### config.mk
export PLATFORM = sky130hd
export DESIGN_NAME = slcan_ascii_frame_parser
export DESIGN_NICKNAME = d
export VERILOG_FILES = /design/src/sv/slcan_pkg.sv /design/src/sv/slcan_rq.sv /design/src/sv/slcan_ascii_frame_parser.sv
export SDC_FILE = /design/constraint.sdc
export NUM_CORES = 1
export LEC_CHECK = 0
export BUFFER_PORTS_ARGS = -buffer_cell sky130_fd_sc_hd__buf_2
export CORE_ASPECT_RATIO = 2
export CORE_UTILIZATION = 49
export DETAILED_ROUTE_END_ITERATION = 8
export PLACE_DENSITY = 0.69
export SYNTH_ARGS = -nofsm -noshare
export SYNTH_HDL_FRONTEND = slang
export SYNTH_SLANG_ARGS = --single-unit
### constraint.sdc
create_clock -name clk -period 8.1 [get_ports clk]
set_input_delay 0.405 -clock clk [delete_from_list [all_inputs] [get_ports clk]]
set_output_delay 0.405 -clock clk [all_outputs]
set_load 0.02 [all_outputs]
### src/sv/slcan_pkg.sv
// Shared types and constants for the SLCAN ASCII frame parser.
// Used by slcan_ascii_frame_parser and slcan_rq; depends on nothing.
package slcan_pkg;

    localparam int RQ_DEPTH = 4;
    localparam int RQ_AW    = $clog2(RQ_DEPTH);

    localparam int DATA_LIMIT_W = 7;

    typedef enum logic [2:0] {
        FT_NONE,
        FT_STD,
        FT_EXT,
        FT_RSTD,
        FT_REXT,
        FT_FSTD,
        FT_FEXT,
        FT_ERR
    } frame_type_t;

    typedef enum logic [1:0] {
        ST_OK,
        ST_BAD_FORMAT,
        ST_TRUNCATED,
        ST_ERR_DROPPED
    } status_t;

    typedef enum logic [2:0] {
        EK_NONE,
        EK_BIT,
        EK_STUFF,
        EK_CRC,
        EK_FORM,
        EK_ACK
    } error_kind_t;

    localparam logic [7:0] FLAG_BIT   = 8'h01;
    localparam logic [7:0] FLAG_STUFF = 8'h02;
    localparam logic [7:0] FLAG_CRC   = 8'h04;
    localparam logic [7:0] FLAG_FORM  = 8'h08;
    localparam logic [7:0] FLAG_ACK   = 8'h10;

    typedef struct packed {
        logic        kind;
        logic [7:0]  data_byte;
        logic [5:0]  byte_index;
        logic [31:0] frame_id;
        logic [3:0]  dlc_code;
        logic        is_extended;
        logic        is_remote;
        logic        is_fd;
        logic        is_error_frame;
        logic [2:0]  error_kind;
        logic [1:0]  status;
        logic        last;
    } result_t;

    // count is 0, 1 or 2; second is written only when count is 2
    typedef struct packed {
        logic [1:0] count;
        result_t    first;
        result_t    second;
    } rq_push_t;

    function automatic logic [DATA_LIMIT_W-1:0] fd_size(input logic [3:0] dlc);
        logic [DATA_LIMIT_W-1:0] n;
        begin
            unique case (dlc)
                4'd9:    n = 7'd12;
                4'd10:   n = 7'd16;
                4'd11:   n = 7'd20;
                4'd12:   n = 7'd24;
                4'd13:   n = 7'd32;
                4'd14:   n = 7'd48;
                4'd15:   n = 7'd64;
                default: n = {3'd0, dlc};
            endcase
            return n;
        end
    endfunction

endpackage

### src/sv/slcan_rq.sv
// Result queue of the SLCAN parser: takes up to two results a cycle, hands out one.
// Depends on slcan_pkg (result_t, rq_push_t, RQ_DEPTH, a power of two).
module slcan_rq (
    input  logic                      clk,
    input  logic                      rst_n,
    input  slcan_pkg::rq_push_t       push,
    input  logic                      pop,
    output slcan_pkg::result_t        head,
    output logic [slcan_pkg::RQ_AW:0] count
);
    import slcan_pkg::*;

    result_t            entry_reg [RQ_DEPTH];
    logic [RQ_AW-1:0]   wr_ptr_reg, wr_ptr_next;
    logic [RQ_AW-1:0]   rd_ptr_reg, rd_ptr_next;
    logic [RQ_AW:0]     count_reg, count_next;
    logic [RQ_AW-1:0]   wr_ptr_second;

    assign wr_ptr_second = wr_ptr_reg + 1'b1;
    assign wr_ptr_next   = wr_ptr_reg + RQ_AW'(push.count);
    assign rd_ptr_next   = rd_ptr_reg + RQ_AW'(pop);
    assign count_next    = count_reg + (RQ_AW+1)'(push.count) - (RQ_AW+1)'(pop);

    always_ff @(posedge clk or negedge rst_n)
    begin
        if (!rst_n)
        begin
            wr_ptr_reg <= '0;
            rd_ptr_reg <= '0;
            count_reg  <= '0;
        end
        else
        begin
            wr_ptr_reg <= wr_ptr_next;
            rd_ptr_reg <= rd_ptr_next;
            count_reg  <= count_next;
        end
    end

    always_ff @(posedge clk)
    begin
        if (push.count != 2'd0)
        begin
            entry_reg[wr_ptr_reg] <= push.first;
        end
        if (push.count == 2'd2)
        begin
            entry_reg[wr_ptr_second] <= push.second;
        end
    end

    assign head  = entry_reg[rd_ptr_reg];
    assign count = count_reg;

endmodule

### src/sv/slcan_ascii_frame_parser.sv
// SLCAN ASCII frame parser top level: character decode, header and payload state.
// Depends on slcan_pkg and slcan_rq.
//
// Usage:
//   Input channel (in_valid/in_ready) carries one ASCII character per transfer, with
//   end_of_message set on the final character of a message (t, T, r, R, d, D or e).
//   Output channel (out_valid/out_ready) carries one result per transfer: a data
//   byte (kind 0) as soon as its second hex digit is in, and one status result
//   (kind 1) for the character that ends the message. A character causes at most
//   two results; last marks the final one.
//   A result is offered the cycle after its character's transfer when no earlier
//   result is still waiting.
//   Throughput: one character per cycle while in_ready is high; state update is a
//   single pass over small registers. Results wait in a four-entry queue, and
//   in_ready stays high while at least two entries are free, so a stalled receiver
//   stops input once three results are waiting.
//   Reset: parser state returns to the start of a message and the queue empties;
//   after every status result the parser state returns there as well.
module slcan_ascii_frame_parser (
    input  logic        clk,
    input  logic        rst_n,
    input  logic        in_valid,
    output logic        in_ready,
    input  logic [7:0]  char_in,
    input  logic        end_of_message,
    output logic        out_valid,
    input  logic        out_ready,
    output logic        kind,
    output logic [7:0]  data_byte,
    output logic [5:0]  byte_index,
    output logic [31:0] frame_id,
    output logic [3:0]  dlc_code,
    output logic        is_extended,
    output logic        is_remote,
    output logic        is_fd,
    output logic        is_error_frame,
    output logic [2:0]  error_kind,
    output logic [1:0]  status,
    output logic        last
);
    import slcan_pkg::*;

    localparam logic [7:0] CH_LC_T = 8'h74;
    localparam logic [7:0] CH_UC_T = 8'h54;
    localparam logic [7:0] CH_LC_R = 8'h72;
    localparam logic [7:0] CH_UC_R = 8'h52;
    localparam logic [7:0] CH_LC_D = 8'h64;
    localparam logic [7:0] CH_UC_D = 8'h44;
    localparam logic [7:0] CH_LC_E = 8'h65;
    localparam logic [7:0] CH_0    = 8'h30;
    localparam logic [7:0] CH_9    = 8'h39;
    localparam logic [7:0] CH_UC_A = 8'h41;
    localparam logic [7:0] CH_UC_F = 8'h46;
    localparam logic [7:0] CH_LC_A = 8'h61;
    localparam logic [7:0] CH_LC_F = 8'h66;
    localparam logic [7:0] CC_MAX  = 8'hFF;
    localparam logic [7:0] ERR_HDR_LEN = 8'd9;
    localparam logic [DATA_LIMIT_W-1:0] ERR_PAYLOAD_CAP = 7'd64;

    logic [7:0]              cc_reg, cc_next;
    frame_type_t             ft_reg, ft_next;
    logic [31:0]             id_reg, id_next;
    logic                    hb_reg, hb_next;
    logic [3:0]              dlc_reg, dlc_next;
    logic [3:0]              hn_reg, hn_next;
    logic [7:0]              first_reg, first_next;
    logic [DATA_LIMIT_W-1:0] bd_reg, bd_next;
    logic                    phase_reg, phase_next;

    logic                    in_xfer;
    logic                    hex_ok;
    logic [3:0]              hex_v;
    logic [7:0]              id_len;
    logic [7:0]              id_len_n;
    logic [DATA_LIMIT_W-1:0] limit_cur;
    logic [DATA_LIMIT_W-1:0] limit_n;
    logic [7:0]              need_n;
    logic [7:0]              byte_v;
    logic                    emit_data;
    status_t                 st_code;
    result_t                 data_res;
    result_t                 stat_res;
    rq_push_t                push;
    result_t                 head;
    logic [RQ_AW:0]          rq_count;

    function automatic frame_type_t decode_type(input logic [7:0] c);
        frame_type_t t;
        begin
            unique case (c)
                CH_LC_T: t = FT_STD;
                CH_UC_T: t = FT_EXT;
                CH_LC_R: t = FT_RSTD;
                CH_UC_R: t = FT_REXT;
                CH_LC_D: t = FT_FSTD;
                CH_UC_D: t = FT_FEXT;
                CH_LC_E: t = FT_ERR;
                default: t = FT_NONE;
            endcase
            return t;
        end
    endfunction

    function automatic logic [7:0] id_digits(input frame_type_t t);
        return (t == FT_STD || t == FT_RSTD || t == FT_FSTD) ? 8'd3 : 8'd8;
    endfunction

    function automatic logic [DATA_LIMIT_W-1:0] payload_limit(input frame_type_t t,
                                                              input logic [3:0] dlc);
        logic [DATA_LIMIT_W-1:0] n;
        begin
            unique case (t)
                FT_STD, FT_EXT:   n = {3'd0, dlc};
                FT_FSTD, FT_FEXT: n = fd_size(dlc);
                FT_ERR:           n = ERR_PAYLOAD_CAP;
                default:          n = '0;
            endcase
            return n;
        end
    endfunction

    always_comb
    begin
        hex_ok = 1'b1;
        hex_v  = 4'd0;
        priority if (char_in >= CH_0 && char_in <= CH_9)
        begin
            hex_v = 4'(char_in - CH_0);
        end
        else if (char_in >= CH_UC_A && char_in <= CH_UC_F)
        begin
            hex_v = 4'(char_in - CH_UC_A + 8'd10);
        end
        else if (char_in >= CH_LC_A && char_in <= CH_LC_F)
        begin
            hex_v = 4'(char_in - CH_LC_A + 8'd10);
        end
        else
        begin
            hex_ok = 1'b0;
        end
    end

    assign id_len    = id_digits(ft_reg);
    assign limit_cur = payload_limit(ft_reg, dlc_reg);
    assign byte_v    = {hn_reg, hex_v};

    // next parser state for the character on the input
    always_comb
    begin
        ft_next    = ft_reg;
        id_next    = id_reg;
        hb_next    = hb_reg;
        dlc_next   = dlc_reg;
        hn_next    = hn_reg;
        first_next = first_reg;
        bd_next    = bd_reg;
        phase_next = phase_reg;
        emit_data  = 1'b0;
        if (cc_reg == 8'd0)
        begin
            ft_next = decode_type(char_in);
        end
        else if (ft_reg != FT_NONE)
        begin
            if (cc_reg <= id_len)
            begin
                hb_next = hb_reg | ~hex_ok;
                id_next = {id_reg[27:0], hex_v};
            end
            else if (cc_reg == id_len + 8'd1 && ft_reg != FT_ERR)
            begin
                hb_next  = hb_reg | ~hex_ok | (ft_reg <= FT_REXT && hex_v > 4'd8);
                dlc_next = hex_v;
            end
            else if (!phase_reg)
            begin
                hn_next    = hex_v;
                phase_next = 1'b1;
            end
            else
            begin
                phase_next = 1'b0;
                if (bd_reg < limit_cur)
                begin
                    if (bd_reg == '0)
                    begin
                        first_next = byte_v;
                    end
                    emit_data = ~hb_reg;
                    bd_next   = bd_reg + 1'b1;
                end
            end
        end
        cc_next = (cc_reg == CC_MAX) ? cc_reg : cc_reg + 8'd1;
    end

    assign id_len_n = id_digits(ft_next);
    assign limit_n  = payload_limit(ft_next, dlc_next);
    assign need_n   = id_len_n + 8'd2 + {limit_n, 1'b0};

    always_comb
    begin
        priority if (cc_next < 8'd2 || ft_next == FT_NONE)
        begin
            st_code = ST_BAD_FORMAT;
        end
        else if (ft_next == FT_ERR)
        begin
            priority if (cc_next < ERR_HDR_LEN) st_code = ST_TRUNCATED;
            else if (hb_next)                   st_code = ST_BAD_FORMAT;
            else if (phase_next)                st_code = ST_ERR_DROPPED;
            else                                st_code = ST_OK;
        end
        else
        begin
            priority if (cc_next < id_len_n + 8'd2) st_code = ST_TRUNCATED;
            else if (hb_next)                        st_code = ST_BAD_FORMAT;
            else if (ft_next != FT_RSTD && ft_next != FT_REXT && cc_next < need_n)
                st_code = ST_TRUNCATED;
            else
                st_code = ST_OK;
        end
    end

    always_comb
    begin
        stat_res        = '0;
        stat_res.kind   = 1'b1;
        stat_res.status = st_code;
        stat_res.last   = 1'b1;
        if (st_code == ST_OK || st_code == ST_ERR_DROPPED)
        begin
            stat_res.frame_id    = id_next;
            stat_res.is_extended = (ft_next == FT_EXT || ft_next == FT_REXT ||
                                    ft_next == FT_FEXT || ft_next == FT_ERR);
            stat_res.is_remote   = (ft_next == FT_RSTD || ft_next == FT_REXT);
            stat_res.is_fd       = (ft_next == FT_FSTD || ft_next == FT_FEXT);
            if (ft_next == FT_ERR)
            begin
                stat_res.is_error_frame = 1'b1;
                if (st_code == ST_OK && bd_next != '0)
                begin
                    priority if ((first_next & FLAG_BIT) != '0)   stat_res.error_kind = EK_BIT;
                    else if ((first_next & FLAG_STUFF) != '0)     stat_res.error_kind = EK_STUFF;
                    else if ((first_next & FLAG_CRC) != '0)       stat_res.error_kind = EK_CRC;
                    else if ((first_next & FLAG_FORM) != '0)      stat_res.error_kind = EK_FORM;
                    else if ((first_next & FLAG_ACK) != '0)       stat_res.error_kind = EK_ACK;
                    else                                          stat_res.error_kind = EK_NONE;
                end
                else
                begin
                    stat_res.error_kind = (id_next[2:0] <= 3'd4) ? id_next[2:0] + 3'd1
                                                                 : EK_NONE;
                end
            end
            else
            begin
                stat_res.dlc_code = dlc_next;
            end
        end
    end

    always_comb
    begin
        data_res            = '0;
        data_res.data_byte  = byte_v;
        data_res.byte_index = bd_reg[5:0];
        data_res.last       = ~end_of_message;
    end

    assign in_xfer     = in_valid & in_ready;
    assign push.count  = in_xfer ? 2'(emit_data) + 2'(end_of_message) : 2'd0;
    assign push.first  = emit_data ? data_res : stat_res;
    assign push.second = stat_res;

    always_ff @(posedge clk or negedge rst_n)
    begin
        if (!rst_n)
        begin
            cc_reg    <= '0;
            ft_reg    <= FT_NONE;
            id_reg    <= '0;
            hb_reg    <= 1'b0;
            dlc_reg   <= '0;
            hn_reg    <= '0;
            first_reg <= '0;
            bd_reg    <= '0;
            phase_reg <= 1'b0;
        end
        else if (in_xfer)
        begin
            if (end_of_message)
            begin
                cc_reg    <= '0;
                ft_reg    <= FT_NONE;
                id_reg    <= '0;
                hb_reg    <= 1'b0;
                dlc_reg   <= '0;
                hn_reg    <= '0;
                first_reg <= '0;
                bd_reg    <= '0;
                phase_reg <= 1'b0;
            end
            else
            begin
                cc_reg    <= cc_next;
                ft_reg    <= ft_next;
                id_reg    <= id_next;
                hb_reg    <= hb_next;
                dlc_reg   <= dlc_next;
                hn_reg    <= hn_next;
                first_reg <= first_next;
                bd_reg    <= bd_next;
                phase_reg <= phase_next;
            end
        end
    end

    slcan_rq u_rq (
        .clk   (clk),
        .rst_n (rst_n),
        .push  (push),
        .pop   (out_valid & out_ready),
        .head  (head),
        .count (rq_count)
    );

    assign in_ready       = (rq_count <= (RQ_AW+1)'(RQ_DEPTH - 2));
    assign out_valid      = (rq_count != '0);
    assign kind           = head.kind;
    assign data_byte      = head.data_byte;
    assign byte_index     = head.byte_index;
    assign frame_id       = head.frame_id;
    assign dlc_code       = head.dlc_code;
    assign is_extended    = head.is_extended;
    assign is_remote      = head.is_remote;
    assign is_fd          = head.is_fd;
    assign is_error_frame = head.is_error_frame;
    assign error_kind     = head.error_kind;
    assign status         = head.status;
    assign last           = head.last;

`ifndef SYNTH
    a_rq_no_overflow: assert property (@(posedge clk) disable iff (!rst_n)
        rq_count <= (RQ_AW+1)'(RQ_DEPTH))
        else $error("result queue overflow");

    a_eom_restarts: assert property (@(posedge clk) disable iff (!rst_n)
        (in_xfer && end_of_message) |=> (cc_reg == 8'd0 && ft_reg == FT_NONE))
        else $error("parser state not cleared after end of message");

    a_bad_status_clean: assert property (@(posedge clk) disable iff (!rst_n)
        (out_valid && kind && (status == ST_BAD_FORMAT || status == ST_TRUNCATED))
        |-> (frame_id == '0 && dlc_code == '0 && error_kind == EK_NONE))
        else $error("failed status carries frame fields");

    a_data_not_last_before_status: assert property (@(posedge clk) disable iff (!rst_n)
        (in_xfer && emit_data && end_of_message) |-> (push.count == 2'd2))
        else $error("data byte and status not pushed together");
`endif

endmodule
### Word-level counts from Yosys, hierarchy flattened

Memory sizes are Yosys's and may differ from the RTL's.
Cells that the tools add are included.

* flip-flop bits (word level): 72
* bits in writable memories: 244
* output and inout bits: 63
* memories kept: 1

Memory list
* u_rq.entry_reg: words 4, bits a word 61, rd ports 1, clocked after memory_dff 0, write ports 2, RTL line slcan_rq.sv:13 `result_t entry_reg [RQ_DEPTH];`

* add/sub/neg operators: 17
* magnitude comparators: 16
* eq/ne operators: 45
* muxes and demuxes: 88
* bitwise gates (word level): 7
* reduce and logical (&&, ||, !) cells: 33

Operators by type and width (count)
* $mux W32: 4
* $pmux W7 S7: 2
* $mux W4: 18
* $mux W61: 1
* $eq A4 B4 Y1 const B: 14
* $eq A8 B7 Y1 const B: 7
* $mux W7: 7
* $mux W43: 1
* $pmux W7 S3: 2
* $mux W5: 8
* $mux W3: 9
* $mux W1: 24
* $eq A3 B3 Y1 const B: 7
* $pmux W3 S7: 1
* $mux W2: 9
* $ge A8 B7 Y1 const B: 2
* $le A8 B7 Y1 const B: 2
* $mux W8: 2
* $eq A3 B2 Y1 const B: 4
* $sub A4 B1 Y4 const B: 3
* $logic_or A1 B1 Y1: 11
* $add A4 B4 Y4 const B: 2
* $add A8 B1 Y8 const B: 1
* $add A8 B8 Y8: 1
* other kinds (41): 64

### Longest topological paths before layout

* depth after elaboration: 28
* gate-level depth with buffers: 32

### Cells and area by module

Synthesis repeated with hierarchy kept, for this count alone.

* cells, all modules: 1373
* area, all modules: 17927.2 um2

By module, submodules not included
* slcan_rq: instances 1, cells each 627, area each 12135.4 um2, sequential area each 7502.2 um2
* slcan_ascii_frame_parser: instances 1, cells each 746, area each 5791.8 um2, sequential area each 1626.6 um2

### Worst setup path after synthesis

No wires, ideal clock.

* path kind: register to register
* start point: reg ft_reg[2]
* end point: mem u_rq.entry_reg[0][5] (netlist bit), data pin
* arrival: 5.880 ns
* data required time: 7.830 ns
* setup slack: 1.950 ns
* stages on the path, launching flop included: 32
* path buffers: 1
* period minus slack after synthesis: 6.150 ns
* cells stage by stage: dfrtp_1 buf_2 a21boi_4 inv_2 ha_1 nand4b_1 o21ai_0 or2_1 nor3_4 mux2i_2 nor2_1 or3_1 inv_1 ha_1 a21o_1 a21oi_1 o311ai_1 o21ai_0 or3_1 ha_1 nor2b_1 o21ai_0 o211ai_1 o211ai_1 o211ai_2 ha_1 inv_1 a41oi_1 o211a_1 a41o_1 a2111oi_4 nor3_1

RTL lines
* from (decl): RTL line slcan_ascii_frame_parser.sv:61 `frame_type_t ft_reg, ft_next;`
* from (signal assigned): RTL line slcan_ascii_frame_parser.sv:308 `ft_reg <= ft_next;`
* to (decl): RTL line slcan_rq.sv:13

==> results.py <==
metrics = {
    "clocking": {
        "ctsRootBufferMaster": "clkbuf_16",
        "path_clk_slew_ns": 0.07,
        "cts_buffer_depth": 3,
        "htree_levels": 1,
        "cts_tree": "done",
        "cts_buffers": 27,
        "clk_latency_ns": 0.58,
        "cts_sinks": 316,
        "post-cts-setup-buffer-count": 0,
    },
    "final_layout": {
        "fill_cells": 2754,
        "final_util": 0.548,
        "drive_gt1_frac": 0.176,
        "fin_area_sq_um": 17300,
        "largest_reg_flops": 244,
        "final_cells": 1813,
        "area_growth_pct": 10.1,
        "diodes": 0,
        "final_nets": 1423,
    },
    "die": {
        "dieArea_sq_um": 32800,
        "pin_count": 76,
        "initial_utilization": 0.498,
        "die_h_um": 255,
        "rows": 92,
        "die_x_um": 129,
        "core_sq_um": 31500,
    },
    "grt": {
        "antenna_found_initial": 0,
        "grt_usage": 0.242,
        "grt_pass1_vias": 11159,
        "grt_max_degree": 63,
        "grt_pass1_wl_mm": 60.6,
        "gr-total-overflow": 0,
    },
    "worst_setup_path": {
        "cpLargestDelayFamily": "compound AO/OA/AOI/OAI gates",
        "r2r_end": "u_rq.entry_reg[0][5]",
        "reg2reg_from": "ft_reg[0]",
        "ff2ff_setup_slack_ns": 1.11,
        "crit_type": "reg -> reg",
        "required_ns": 8.41,
        "r2r_cells": 30,
        "critical_path_buf_inv_count": 3,
        "crit_start": "ft_reg[0]",
        "crit_arrival_ns": 7.30,
        "startpoint_type": "flop",
        "crit_end": "u_rq.entry_reg[0][5]",
        "crit_fanout": 10,
        "worst_path_max_delay_cell": "mux2i_2",
        "cp.depth": 30,
        "worstSetupEndpointType": "flop",
        "path_common_cell": "ha_1",
        "cpPeakStageDelay_ns": 0.57,
    },
    "logic_synthesis": {
        "yosysTopAreaCellShare": 0.344,
        "ys_seq_elements": 316,
        "synth_cell_types": 91,
        "avgSynthCellArea_sq_um": 11.8,
        "ys_warn_count": 0,
        "synth_fp_nets": 1387,
        "synthFlopType": "edfxtp_1",
        "yosys-top-cells-area": "edfxtp_1 (34%), dfrtp_1 (11%), mux4_2 (8.7%)",
        "post-synth-top-count-cell": "edfxtp_1",
        "synth_edf_count": 180,
        "synthArstFlopShare": 0.228,
        "synth_common_cells": "edfxtp_1 (180), nand2_1 (139), and2_1 (89), nor2_1 (87), a22o_1 (79)",
        "netlist_area_sq_um": 15700,
        "yosys.area.top_type": "edfxtp_1",
        "synth_cells": 1333,
        "ys_seq_area_frac": 0.540,
    },
    "power_and_ir_drop": {
        "power.leakage_nw": 6.41,
        "peakVddDrop_v": 0.000179,
        "power.total_mw": 5.25,
        "power.density_nw_per_um2": 304,
    },
    "timing": {
        "hold_viol_final": 0,
        "fin_ws_ns": 1.11,
        "clock_skew_ns": 0.0255,
        "layout_min_cycle_time_ns": 6.99,
        "worst_pin_slew_ns": 1.13,
        "drv_slew": 0,
        "finalSetupTns_ns": 0,
        "slew-limit-headroom": 0.249,
        "period_share": 0.863,
        "max_freq_mhz": 143,
        "holdWs_ns": 0.220,
        "finalSetupViolations": 0,
        "rsz0062_at_grt": "no",
    },
    "route": {
        "vias": 10809,
        "post_drt_wl_per_cell_um": 21.1,
        "drtAntennaViolNets": 0,
        "drc": 0,
        "initialDrtViolationCount": 762,
        "vias_per_cell": 5.96,
        "dr.pass1.iters": 5,
        "wirelength_mm": 38.3,
    },
    "placed_design": {
        "placed_cells": 1762,
        "gp_congestion": 0.887,
        "dp_slack_ns": 1.15,
        "hpwl_mm": 25.3,
        "io_buffer_count": 75,
        "dpl-instance-area_sq_um": 16400,
    },
    "outcome": {
        "outcome": "complete, no violations",
    },
    "min_path": {
        "min_from": "out_ready",
        "holdCritPathClass": "in -> reg",
    },
    "run": {
        "drv_cap": 0,
    },
}
[repair_timing]
item,4_1_cts,5_1_grt
hold endpoints to repair,17,0
endpoints found under the setup margin,0,0
gates resized for setup,0,0
hold buffers,1,0
[per-layer routing]
| layer | track usage | share of wire | wire length [um] |
|---|---|---|---|
| met5 | 0 | 0 | 0 |
| met4 | 0.106 | 0.036 | 1390 |
| met3 | 0.0249 | 0.033 | 1280 |
| met2 | 0.469 | 0.57 | 21800 |
| met1 | 0.259 | 0.36 | 13800 |
[worst min path at each step]
stage | to | slack, ns | depth (start not counted)
6_report | u_rq.rd_ptr_reg[0] | 0.22 | 3
5_1_grt | u_rq.rd_ptr_reg[0] | 0.21 | 3
4_1_cts | u_rq.rd_ptr_reg[0] | 0.21 | 3
3_5_place_dp | cc_reg[2] | 0.32 | 1
3_3_place_gp | cc_reg[4] | 0.32 | 1
2_1_floorplan | bd_reg[0] | 0.11 | 0
[cells in the final DEF (no fill, tap or decap), drive strengths merged, types with 5 or more instances in the layout]
cell type,n
a21o,7
a21oi,65
a22o,79
a22oi,10
and2,89
and3,9
buf,93
clkbuf,34
clkinv,8
dfrtp,72
dfxtp,64
edfxtp,180
ha,39
inv,42
mux2i,16
mux4,61
nand2,140
nand2b,9
nand3,21
nand3b,6
nand4,5
nor2,87
nor2b,31
nor3,28
nor3b,5
o211ai,11
o21ai,56
o22a,6
o22ai,8
or2,13
or3,9
xnor2,5
xor2,7
[power breakdown]
group          switching, mW  internal (mW)  total [mW]  leakage, nW
Clock                  0.615          0.679        1.29        0.414
Combinational           1.23          0.710        1.94         2.85
Sequential             0.181           1.84        2.02         3.14
Total                   2.03           3.23        5.25         6.41
[cells by family after synthesis]
group	synth area share
AND/OR/NAND/NOR	0.154
flip-flops	0.540
AO/OA/AOI/OAI	0.132
buffers and inverters	0.0326
XOR/XNOR	0.00669
adder cells (fa/ha/maj)	0.0336
multiplexers	0.101
[cell type report]
type | count | area (sq um) | share of cell area
clock inverter | 16 | 153 | 0.00883
clock buffer | 34 | 722 | 0.0418
sequential | 316 | 8490 | 0.491
timing repair buffer | 94 | 523 | 0.0302
tap | 423 | 529 | 0.0306
inverter | 39 | 146 | 0.00847
multi-input combinational | 891 | 6720 | 0.389
[worst register-to-register path: cells and delay by family, from the launching register on]
| family | cells | cell delay, ns |
|---|---|---|
| AOI/OAI and AO/OA | 14 | 2.51 |
| and+or+nand+nor | 8 | 1.95 |
| adders and majority gates | 4 | 1.00 |
| muxes | 1 | 0.57 |
| DFF | 1 | 0.51 |
| buffers and inverters | 3 | 0.22 |
Note: power is estimated with default switching activity, not from simulation.
